==> src/sv/bia_pkg.sv <==
package bia_pkg;

   // Fixed widths of the identifier, offset and count fields.
   localparam int ID_W       = 17;
   localparam int OFF_W      = 16;
   localparam int CNT_W      = 13;
   localparam int CSR_DATA_W = 16;
   localparam int CSR_IDX_W  = 1;

   // Configuration register indexes.
   localparam logic [CSR_IDX_W-1:0] CSR_ID_OFFSET  = 1'd0;
   localparam logic [CSR_IDX_W-1:0] CSR_IDS_IN_USE = 1'd1;

   // Request operations.
   typedef enum logic [1:0] {
      OP_ALLOC   = 2'd0,
      OP_RELEASE = 2'd1,
      OP_USED    = 2'd2,
      OP_VALID   = 2'd3
   } op_type;

   // Sequencer states, one-hot.
   typedef enum logic [1:0] {
      ST_IDLE   = 2'b01,
      ST_LOOKUP = 2'b10
   } state_type;

endpackage

==> src/sv/bia_ram.sv <==
module bia_ram
   import bia_pkg::*;
#(
   parameter int DATA_W = 64,
   parameter int DEPTH  = 64
)
(
   input  logic                                         clock,
   input  logic                                         we,
   input  logic [((DEPTH > 1) ? $clog2(DEPTH) : 1)-1:0] waddr,
   input  logic [DATA_W-1:0]                            wdata,
   input  logic                                         re,
   input  logic [((DEPTH > 1) ? $clog2(DEPTH) : 1)-1:0] raddr,
   output logic [DATA_W-1:0]                            rdata
);

   logic [DATA_W-1:0] mem [DEPTH];

   // One write port and one registered read port.
   always_ff @(posedge clock) begin
      if (we) begin
         mem[waddr] <= wdata;
      end
      if (re) begin
         rdata <= mem[raddr];
      end
   end

endmodule

==> config.mk <==
export PLATFORM = sky130hd
export DESIGN_NAME = bia_ram
export DESIGN_NICKNAME = d
export VERILOG_FILES = /design/src/sv/bia_pkg.sv /design/src/sv/bia_ram.sv
export SDC_FILE = /design/constraint.sdc
export NUM_CORES = 2
export LEC_CHECK = 0
export ABC_CLOCK_PERIOD_IN_PS = 8300
export BUFFER_PORTS_ARGS = -buffer_cell sky130_fd_sc_hd__buf_2
export CAP_MARGIN = 15
export CELL_PAD_IN_SITES_DETAIL_PLACEMENT = 0
export CELL_PAD_IN_SITES_GLOBAL_PLACEMENT = 1
export CORE_AREA = 10 10 523 627
export CTS_CLUSTER_SIZE = 30
export DETAILED_ROUTE_END_ITERATION = 8
export DIE_AREA = 0 0 533 637
export MAX_ROUTING_LAYER = met4
export PLACE_DENSITY_LB_ADDON = 0.15
export SYNTH_ARGS = -nofsm -noshare
export SYNTH_HDL_FRONTEND = slang
export SYNTH_SLANG_ARGS = --single-unit
export TNS_END_PERCENT = 10
==> constraint.sdc <==
create_clock -name clock -period 8.3 [get_ports clock]
set_input_delay 1.66 -clock clock [delete_from_list [all_inputs] [get_ports clock]]
set_output_delay 1.66 -clock clock [all_outputs]
set_load 0.05 [all_outputs]
==> metrics.cfg <==
[run_status]
outcome=finished, final reports clean

[timing]
maxSlewHeadroom_pct=13.5
finalHoldViolCount=0
report.final.setup_viol=0
final_count_of_pins_violating_max_slew=0
setup_total_negative_slack_ns=0
fin_worst_skew_ns=0.0473
setup_repair_after_global_routing_missed_its_margin=no
highest_achievable_clock_rate_ghz=0.221
finalWorstPathRequiredPeriod_ns=4.53
fin_crit_sh_pct=54.5
worstMarginPinSlew_ns=1.30

[yosys]
synthCells=6598
synth_nets=6677
yosys.cell_count.top_type=sky130_fd_sc_hd__edfxtp_1
synthArstFlopShare_pct=0
synth-edff-count=4160
synth.top_cell.area_share_pct=79.6
syn_area_mm2=0.157
synthTopCellsByArea=sky130_fd_sc_hd__edfxtp_1 (80%), sky130_fd_sc_hd__mux4_2 (15%), sky130_fd_sc_hd__mux2i_1 (0.86%)
synth_area_per_cell_um2=23.8
synth.top_cells.by_count=sky130_fd_sc_hd__edfxtp_1 (4160), sky130_fd_sc_hd__mux4_2 (1024), sky130_fd_sc_hd__buf_2 (170)
sequential_to_total_area_share_from_yosys_stat_pct=79.6
ys_seq_elements=4160
netlist.top_cell.by_area=sky130_fd_sc_hd__edfxtp_1
count_of_distinct_cell_types_in_the_synthesized_netlist=32
leading_register_cell_type_out_of_synthesis=sky130_fd_sc_hd__edfxtp_1
count_of_synthesis_stage_warnings_from_yosys=0

[global_routing]
globalRoute.totalOverflow=0
number_of_global_route_vias_before_repair=76658
maximum_number_of_pins_on_one_net_before_global_route_repair=112
globalRouteTotalUtil_pct=27.2
grt_antenna_before_repair=32
grt_first_pass_wirelength_um=629000

[clocking]
clock_sink_count=4160
ctsResizeCount=0
cts_buffer_depth=4
holdBufCountCts=0
clkLatencyLatePin_ns=0.91
post-cts-setup-buffers=0
cts-root-buf=sky130_fd_sc_hd__clkbuf_16
clkTransAtPathRegs_ns=0.06
ctsHtreeMaxLevel=5
cts-buffers-inserted=401
tritoncts=done

[finish]
syn_to_final_growth_pct=12.5
fill_cells=23224
share_of_post_route_cells_with_drive_strength_above_1_pct=27.5
final-seq-area_mm2=0.125
final_core_util_pct=56.1
multiInputGateArea_mm2=0.0308
instances_no_fill=11518
finish.net_count=7030

[place]
place.gp.congestion=0.766
placedCellCount=10762
port_buffers=142
dp_hpwl_um=223000

[power]
clock_power_share_pct=41.1
power.switching_fraction_pct=21.1
power.share.combinational_pct=4.8
power_per_unit_of_standard_cell_area_mw_per_mm2=245
total_leakage_power_nw=54.5
internal_power_mw=34.1
net-switching-power_mw=9.12
irDropWorstVdd_mv=0.204
share_seq_of_total_power_pct=54.1

[floorplan]
top_ports=143
die_area_mm2=0.340
die_width_um=533
core_area_mm2=0.315
initial_core_util_pct=49.8
floorplan.die.height_um=637
num_rows=226

[setup_path]
critical_path.max_fanout=24
worstPathCellList=buf_2, nand2_4, buf_4, o22ai_1, a41oi_1, a211oi_1
required_ns=8.82
worst-endpoint-arrival_ns=5.05
cp-start-kind=primary input
critPathMaxStageDelay_ns=1.04
critical_path.slowest_cell=sky130_fd_sc_hd__a211oi_1
setup.worst_path.end_class=flop
setup.worst_path.class=in2reg

[drt]
drc=0
drt_pass1_iterations=5
initialDrtViolationCount=10408
dr_total_vias=75856
number_of_nets_with_antenna_violations_after_detailed_routing=0
routed_wirelength_um=454000
wl_per_cell_um=39.5
routed_via_density=6.59

[run]
cap_violations=0

[min_path]
worstHoldPathType=reg2reg

[cells by family (layout without fill, tap and decap cells)]
kind of cell           after synthesis  count (layout)  share of synthesized area, %
other                                0              28                             0
muxes                             1159            1159                          15.6
and+or+nand+nor                    386             386                          1.23
DFF                               4160            4160                          79.6
AOI/OAI and AO/OA                  504             504                          2.47
buffers and inverters              389            1063                          1.18
[registers in the layout (all words and copies together) (netlist names)]
register and count:
mem 4096, rdata 64
[worst paths after layout]
check,from,to,slack (ns),cells past startpoint
max,raddr[3],rdata[8]$_DFFE_PP_,3.77,6
min,mem[62][48]$_DFFE_PP_,rdata[48]$_DFFE_PP_,0.92,4
max reg2reg,mem[48][8]$_DFFE_PP_,rdata[8]$_DFFE_PP_,5.81,5
min reg2reg,mem[62][48]$_DFFE_PP_,rdata[48]$_DFFE_PP_,0.92,4
[layout by cell type (no fill, tap or decap), types with 38 or more instances in the layout]
cell type	count
sky130_fd_sc_hd__clkbuf_16	409
sky130_fd_sc_hd__o22ai_1	83
sky130_fd_sc_hd__a211oi_1	63
sky130_fd_sc_hd__edfxtp_1	4160
sky130_fd_sc_hd__and3_1	64
sky130_fd_sc_hd__clkinv_1	92
sky130_fd_sc_hd__nor2_1	47
sky130_fd_sc_hd__buf_2	138
sky130_fd_sc_hd__nor2_4	65
sky130_fd_sc_hd__buf_4	114
sky130_fd_sc_hd__mux2i_1	135
sky130_fd_sc_hd__o221ai_1	38
sky130_fd_sc_hd__nand2_1	54
sky130_fd_sc_hd__a22o_1	88
sky130_fd_sc_hd__mux4_2	1024
sky130_fd_sc_hd__buf_12	65
sky130_fd_sc_hd__clkbuf_1	85
sky130_fd_sc_hd__a22oi_1	168
sky130_fd_sc_hd__clkinv_2	75
sky130_fd_sc_hd__nand3_1	45
[critical path, delay by kind of cell]
kind / cells / cell delay [ns]
simple gates: 1 / 0.67
buf+inv: 2 / 1.22
compound gates: 3 / 1.39
[layer usage]
layer	routed length, um	GRT usage [%]
met4	14400	7.52
met1	175000	36.6
met5	0	-
met3	38100	4.36
met2	227000	43.7
[through the flow]
step                area, um^2  total power, mW  hold WS [ns]  setup slack, ns
finish                  177000             43.2         0.921             3.77
global route            177000             44.5         0.964             3.80
CTS                     176000             43.5         0.922             3.92
detailed placement      164000             25.9         0.908             2.98
global placement        164000             25.9         0.890             2.96
floorplan               157000             25.0         0.865             1.20
[power groups by stage]
stage	clock network, mW	registers (mW)	logic, mW
2_1_floorplan	0	23.9	1.08
3_3_place_gp	0	23.8	2.04
3_5_place_dp	0	23.8	2.08
4_1_cts	18.0	23.4	2.08
5_1_grt	18.9	23.4	2.18
6_report	17.8	23.4	2.06
[final cells by class]
cell class	instances	share of cell area [%]
multi-input combinational	2049	17.4
antenna	28	0.0397
clock inverter	230	1.15
inverter	19	0.0404
sequential	4160	70.7
timing repair buffer	320	1.65
clock buffer	494	5.98
tap	4218	2.99
Power figures use the tool's default switching activity.
