## src/sv/bia_pkg.sv

```systemverilog
package bia_pkg;

   // Fixed widths of the identifier, offset and count fields.
   localparam int ID_W       = 17;
   localparam int OFF_W      = 16;
   localparam int CNT_W      = 13;
   localparam int CSR_DATA_W = 16;
   localparam int CSR_IDX_W  = 1;

   // Configuration register indexes.
   localparam logic [CSR_IDX_W-1:0] CSR_ID_OFFSET  = 1'd0;
   localparam logic [CSR_IDX_W-1:0] CSR_IDS_IN_USE = 1'd1;

   // Request operations.
   typedef enum logic [1:0] {
      OP_ALLOC   = 2'd0,
      OP_RELEASE = 2'd1,
      OP_USED    = 2'd2,
      OP_VALID   = 2'd3
   } op_type;

   // Sequencer states, one-hot.
   typedef enum logic [1:0] {
      ST_IDLE   = 2'b01,
      ST_LOOKUP = 2'b10
   } state_type;

endpackage

```

## src/sv/bia_ffs.sv

```systemverilog
module bia_ffs
   import bia_pkg::*;
#(
   parameter int WIDTH = 64
)
(
   input  logic [WIDTH-1:0]         vec,
   output logic                     found,
   output logic [$clog2(WIDTH)-1:0] index
);

   // Priority encoder: the lowest set bit wins.
   always_comb begin
      found = |vec;
      index = '0;
      for (int i = WIDTH - 1; i >= 0; i--) begin
         if (vec[i]) begin
            index = ($clog2(WIDTH))'(i);
         end
      end
   end

endmodule

```

## config.mk

```make
export PLATFORM = sky130hd
export DESIGN_NAME = bia_ffs
export DESIGN_NICKNAME = d
export VERILOG_FILES = /design/src/sv/bia_pkg.sv /design/src/sv/bia_ffs.sv
export SDC_FILE = /design/constraint.sdc
export NUM_CORES = 1
export LEC_CHECK = 0
export BUFFER_PORTS_ARGS = -buffer_cell sky130_fd_sc_hd__buf_4
export CORE_MARGIN = 10
export CORE_UTILIZATION = 42
export DETAILED_ROUTE_END_ITERATION = 8
export PLACE_DENSITY = 0.82
export SLEW_MARGIN = 20
export SYNTH_ARGS = -nofsm -noshare
export SYNTH_HDL_FRONTEND = slang
export SYNTH_SLANG_ARGS = --single-unit
```

## constraint.sdc

```tcl
create_clock -name vclk -period 1.8
set_clock_uncertainty 0.05 [all_clocks]
set_input_delay 0.27 -clock vclk [all_inputs]
set_output_delay 0.27 -clock vclk [all_outputs]
set_load 0.01 [all_outputs]
```

==> results.cfg, run 1 <==
[outcome]
haltStage = clock tree synthesis (4_1_cts)
status = aborted with a tool error
firstError = [ERROR DPL-0033] detailed placement checks failed during check placement.

[synthesis]
syn_avg_cell_area_um2 = 6.12
ys_seq_area_frac = 0
synth.net_count = 209
syn_inst = 145
yosys_warnings = 0
yosysUniqueCellTypes = 40
synth_area_um2 = 887

[die]
initial_core_util = 0.448
rows = 16
io_pins = 71
die_x_um = 66.0
die_h_um = 66.0

[placed_design]
place_hpwl_mm = 3.83
io_buffers = 71
placed_cell_area_mm2 = 0.00177
dp.cells = 284
routabilityCongestion = 0.821

[clocking]
post_cts_buffers = 1
hold_buffers = 0
postCtsResizedCells = 31
==> cells in the mapped netlist, types with 3 or more instances <==
library cell,instances,area share
nor2_1,19,0.080
a21oi_1,10,0.056
nand3_1,6,0.034
or4_1,3,0.025
nor4_1,16,0.11
o31ai_1,3,0.025
nand2_1,9,0.038
o211ai_1,4,0.034
nor3_1,12,0.068
nor2b_1,4,0.028
o21a_1,3,0.025
o21ai_0,6,0.034
or3_1,3,0.021
nand2b_1,4,0.028
o21bai_1,3,0.025
inv_1,10,0.042
==> logic make-up after synthesis <==
| group | after synthesis | share of synthesized area |
|---|---|---|
| AOI/OAI and AO/OA | 47 | 0.364 |
| buffers and inverters | 10 | 0.0423 |
| and+or+nand+nor | 88 | 0.594 |
==> per-stage QoR <==
step	setup slack (ns)	utilization
after floorplan	0.0102	-
after detailed placement	-0.290	0.892
after global placement	-0.242	0.892
==> inputs of run 2 (changes only) <==
--- a/config.mk
+++ b/config.mk
@@ -6,10 +6,10 @@
 export NUM_CORES = 1
 export LEC_CHECK = 0
 export BUFFER_PORTS_ARGS = -buffer_cell sky130_fd_sc_hd__buf_4
-export CORE_MARGIN = 10
-export CORE_UTILIZATION = 42
+export CORE_AREA = 10 10 71 73
 export DETAILED_ROUTE_END_ITERATION = 8
-export PLACE_DENSITY = 0.82
+export DIE_AREA = 0 0 81 83
+export PLACE_DENSITY_LB_ADDON = 0.15
 export SLEW_MARGIN = 20
 export SYNTH_ARGS = -nofsm -noshare
 export SYNTH_HDL_FRONTEND = slang
==> results.cfg, run 2 <==
[route]
wl_mm = 4.34
first_iter_violations = 52
vias_per_cell = 5.03
drc = 0
drt_pre_antenna_iters = 4
avgRoutedWirePerCell_um = 14.2
vias = 1533
ant_nets = 0

[timing]
tightestPinTransition_ns = 0.439
rsz0062_at_grt = true
fin_crit_ns = 2.01
report.final.slew_viol_count = 0
hold_violations = 0
finalSetupViolCount = 7
worst_slack_ns = -0.210
timing.final.crit_share = 1.12
timing.fmax_mhz = 498
relSlewSlack = 0.704

[layout]
filler_cell_count = 382
layout.cells.non_filler = 305
diodes = 0
final_common_cell = buf_4
seq_cells = 0
regArea_um2 = 0
fin_area_mm2 = 0.00198
final_cell_mix = 100 x buf_4, 17 x nor2_1, 12 x nor4_1, 12 x buf_6, 11 x nor3_1
drive_gt1_frac = 0.553
fin_nets = 323
multi_input_area_um2 = 996
area_growth_pct = 123
clock_buffers = 0

[critical_path]
startpoint_type = input port
cpMostUsedCell = o211ai_1
critPathMaxFanout = 3
crit_arrival_ns = 1.69
required_ns = 1.48
path_cells = buf_6, or4_4, nor4_4, o211ai_1, o211ai_1, a21boi_1, buf_4
cp_slowest_cell = or4_4
endpoint_kind = output port
cp_slowest_stage_delay_ns = 0.57
path_class = in2out

[placed_design]
dp.cells = 304
place_hpwl_mm = 3.83
routabilityCongestion = 0.777
placed_cell_area_mm2 = 0.00179
io_buffers = 71

[grt]
antenna_found_initial = 0
first_global_vias = 1524
gr-total-overflow = 0
grt_pass1_wl_mm = 6.96
track_usage = 0.118
grt_max_degree = 6

[synthesis]
synth_area_um2 = 887
yosys.area.top_type = nor4_1
synth.net_count = 209
synth.most_common_cell = nor2_1
syn_inst = 145
ys_seq_area_frac = 0
synth-simple-area-share = 0.594
netlist_top_cells_area = nor4_1 11%, nor2_1 8.0%, nor3_1 6.8%
yosysTopAreaCellShare = 0.113
synthMuxAreaShare = 0
synth_compound_area_frac = 0.364
yosys_warnings = 0
ys_top_cells_by_count = 19 x nor2_1, 16 x nor4_1, 12 x nor3_1
synth_fa_ha_area_frac = 0
syn_avg_cell_area_um2 = 6.12
synth_top_family_by_area = simple AND/OR/NAND/NOR gates
synth-xor-area-share = 0
yosysUniqueCellTypes = 40

[die]
initial_core_util = 0.244
die_area_mm2 = 0.00672
core_mm2 = 0.00363
die_h_um = 83
rows = 22
die_x_um = 81
io_pins = 71

[power]
ir_worst_vdd_uv = 68.7
power.share.clock = 0
seqPwrFrac = 0
cellPowerDensity_mw_per_mm2 = 175
leakagePower_nw = 0.838
p_int_mw = 0.201
swShare = 0.420
switching_power_mw = 0.145
p_comb_frac = 1.000

[outcome]
failed_checks = setup timing
status = finished, violations left

[flow_run]
cap_viol_max_count = 0

[min_path]
min-delay-path-class = in2out

[clocking]
hold_buffers = 0
==> run 2: cell counts after synthesis <==
Identical to the previous run, type by type.
==> run 2: power groups by stage <==
stage | clock network (mW) | logic (mW) | registers (mW)
after global routing | 0 | 0.380 | 0
final | 0 | 0.347 | 0
after CTS | 0 | 0.340 | 0
after floorplan | 0 | 0.0731 | 0
after detailed placement | 0 | 0.310 | 0
after global placement | 0 | 0.309 | 0
==> run 2: path summary, 6_finish.rpt <==
path     from        to  slack [ns]  cells past startpoint
min    vec[1]  index[5]        0.90                      5
max   vec[28]  index[2]       -0.21                      7
==> run 2: worst max-delay path: cells and delay by family <==
| family | cells | cell delay, ns |
|---|---|---|
| compound gates | 3 | 0.34 |
| buf+inv | 2 | 0.24 |
| simple gates | 2 | 0.85 |
==> run 2: layout make-up <==
type | count | area share
inverter | 10 | 0.0190
multi-input combinational | 135 | 0.503
tap | 48 | 0.0303
timing repair buffer | 112 | 0.448
==> run 2: metrics by stage <==
stage           util  power [mW]  worst slack, ns  TNS, ns  hold slack, ns
3_3_place_gp   0.492       0.309           -0.233    -1.30           0.935
5_1_grt        0.545       0.380           -0.304    -1.31           0.938
4_1_cts        0.533       0.340           -0.237    -1.11           0.903
2_1_floorplan      -      0.0731           0.0102        0           0.629
3_5_place_dp   0.492       0.310           -0.318    -1.54           0.932
6_report       0.545       0.347           -0.210   -0.827           0.897
==> run 2: per-layer routing <==
metal	part of all wire	global-route usage	vias up
li1	-	-	798
met1	0.43	0.151	683
met2	0.47	0.200	52
met3	0.095	0.0366	0
met4	0	0	0
met5	0	0	-
==> run 2: cell families (layout without fill, tap and decap cells) <==
logic type / after synthesis / after routing
AO/OA/AOI/OAI: 47 / 47
AND/OR/NAND/NOR: 88 / 88
buffers and inverters: 10 / 122
==> run 2: what timing repair did <==
| action | CTS | global route |
|---|---|---|
| gates resized for setup | 30 | 11 |
| pin swaps | 21 | 9 |
| setup buffers | 1 | 0 |
| endpoints found under the setup margin | 7 | 7 |
Power figures use the tool's default switching activity.
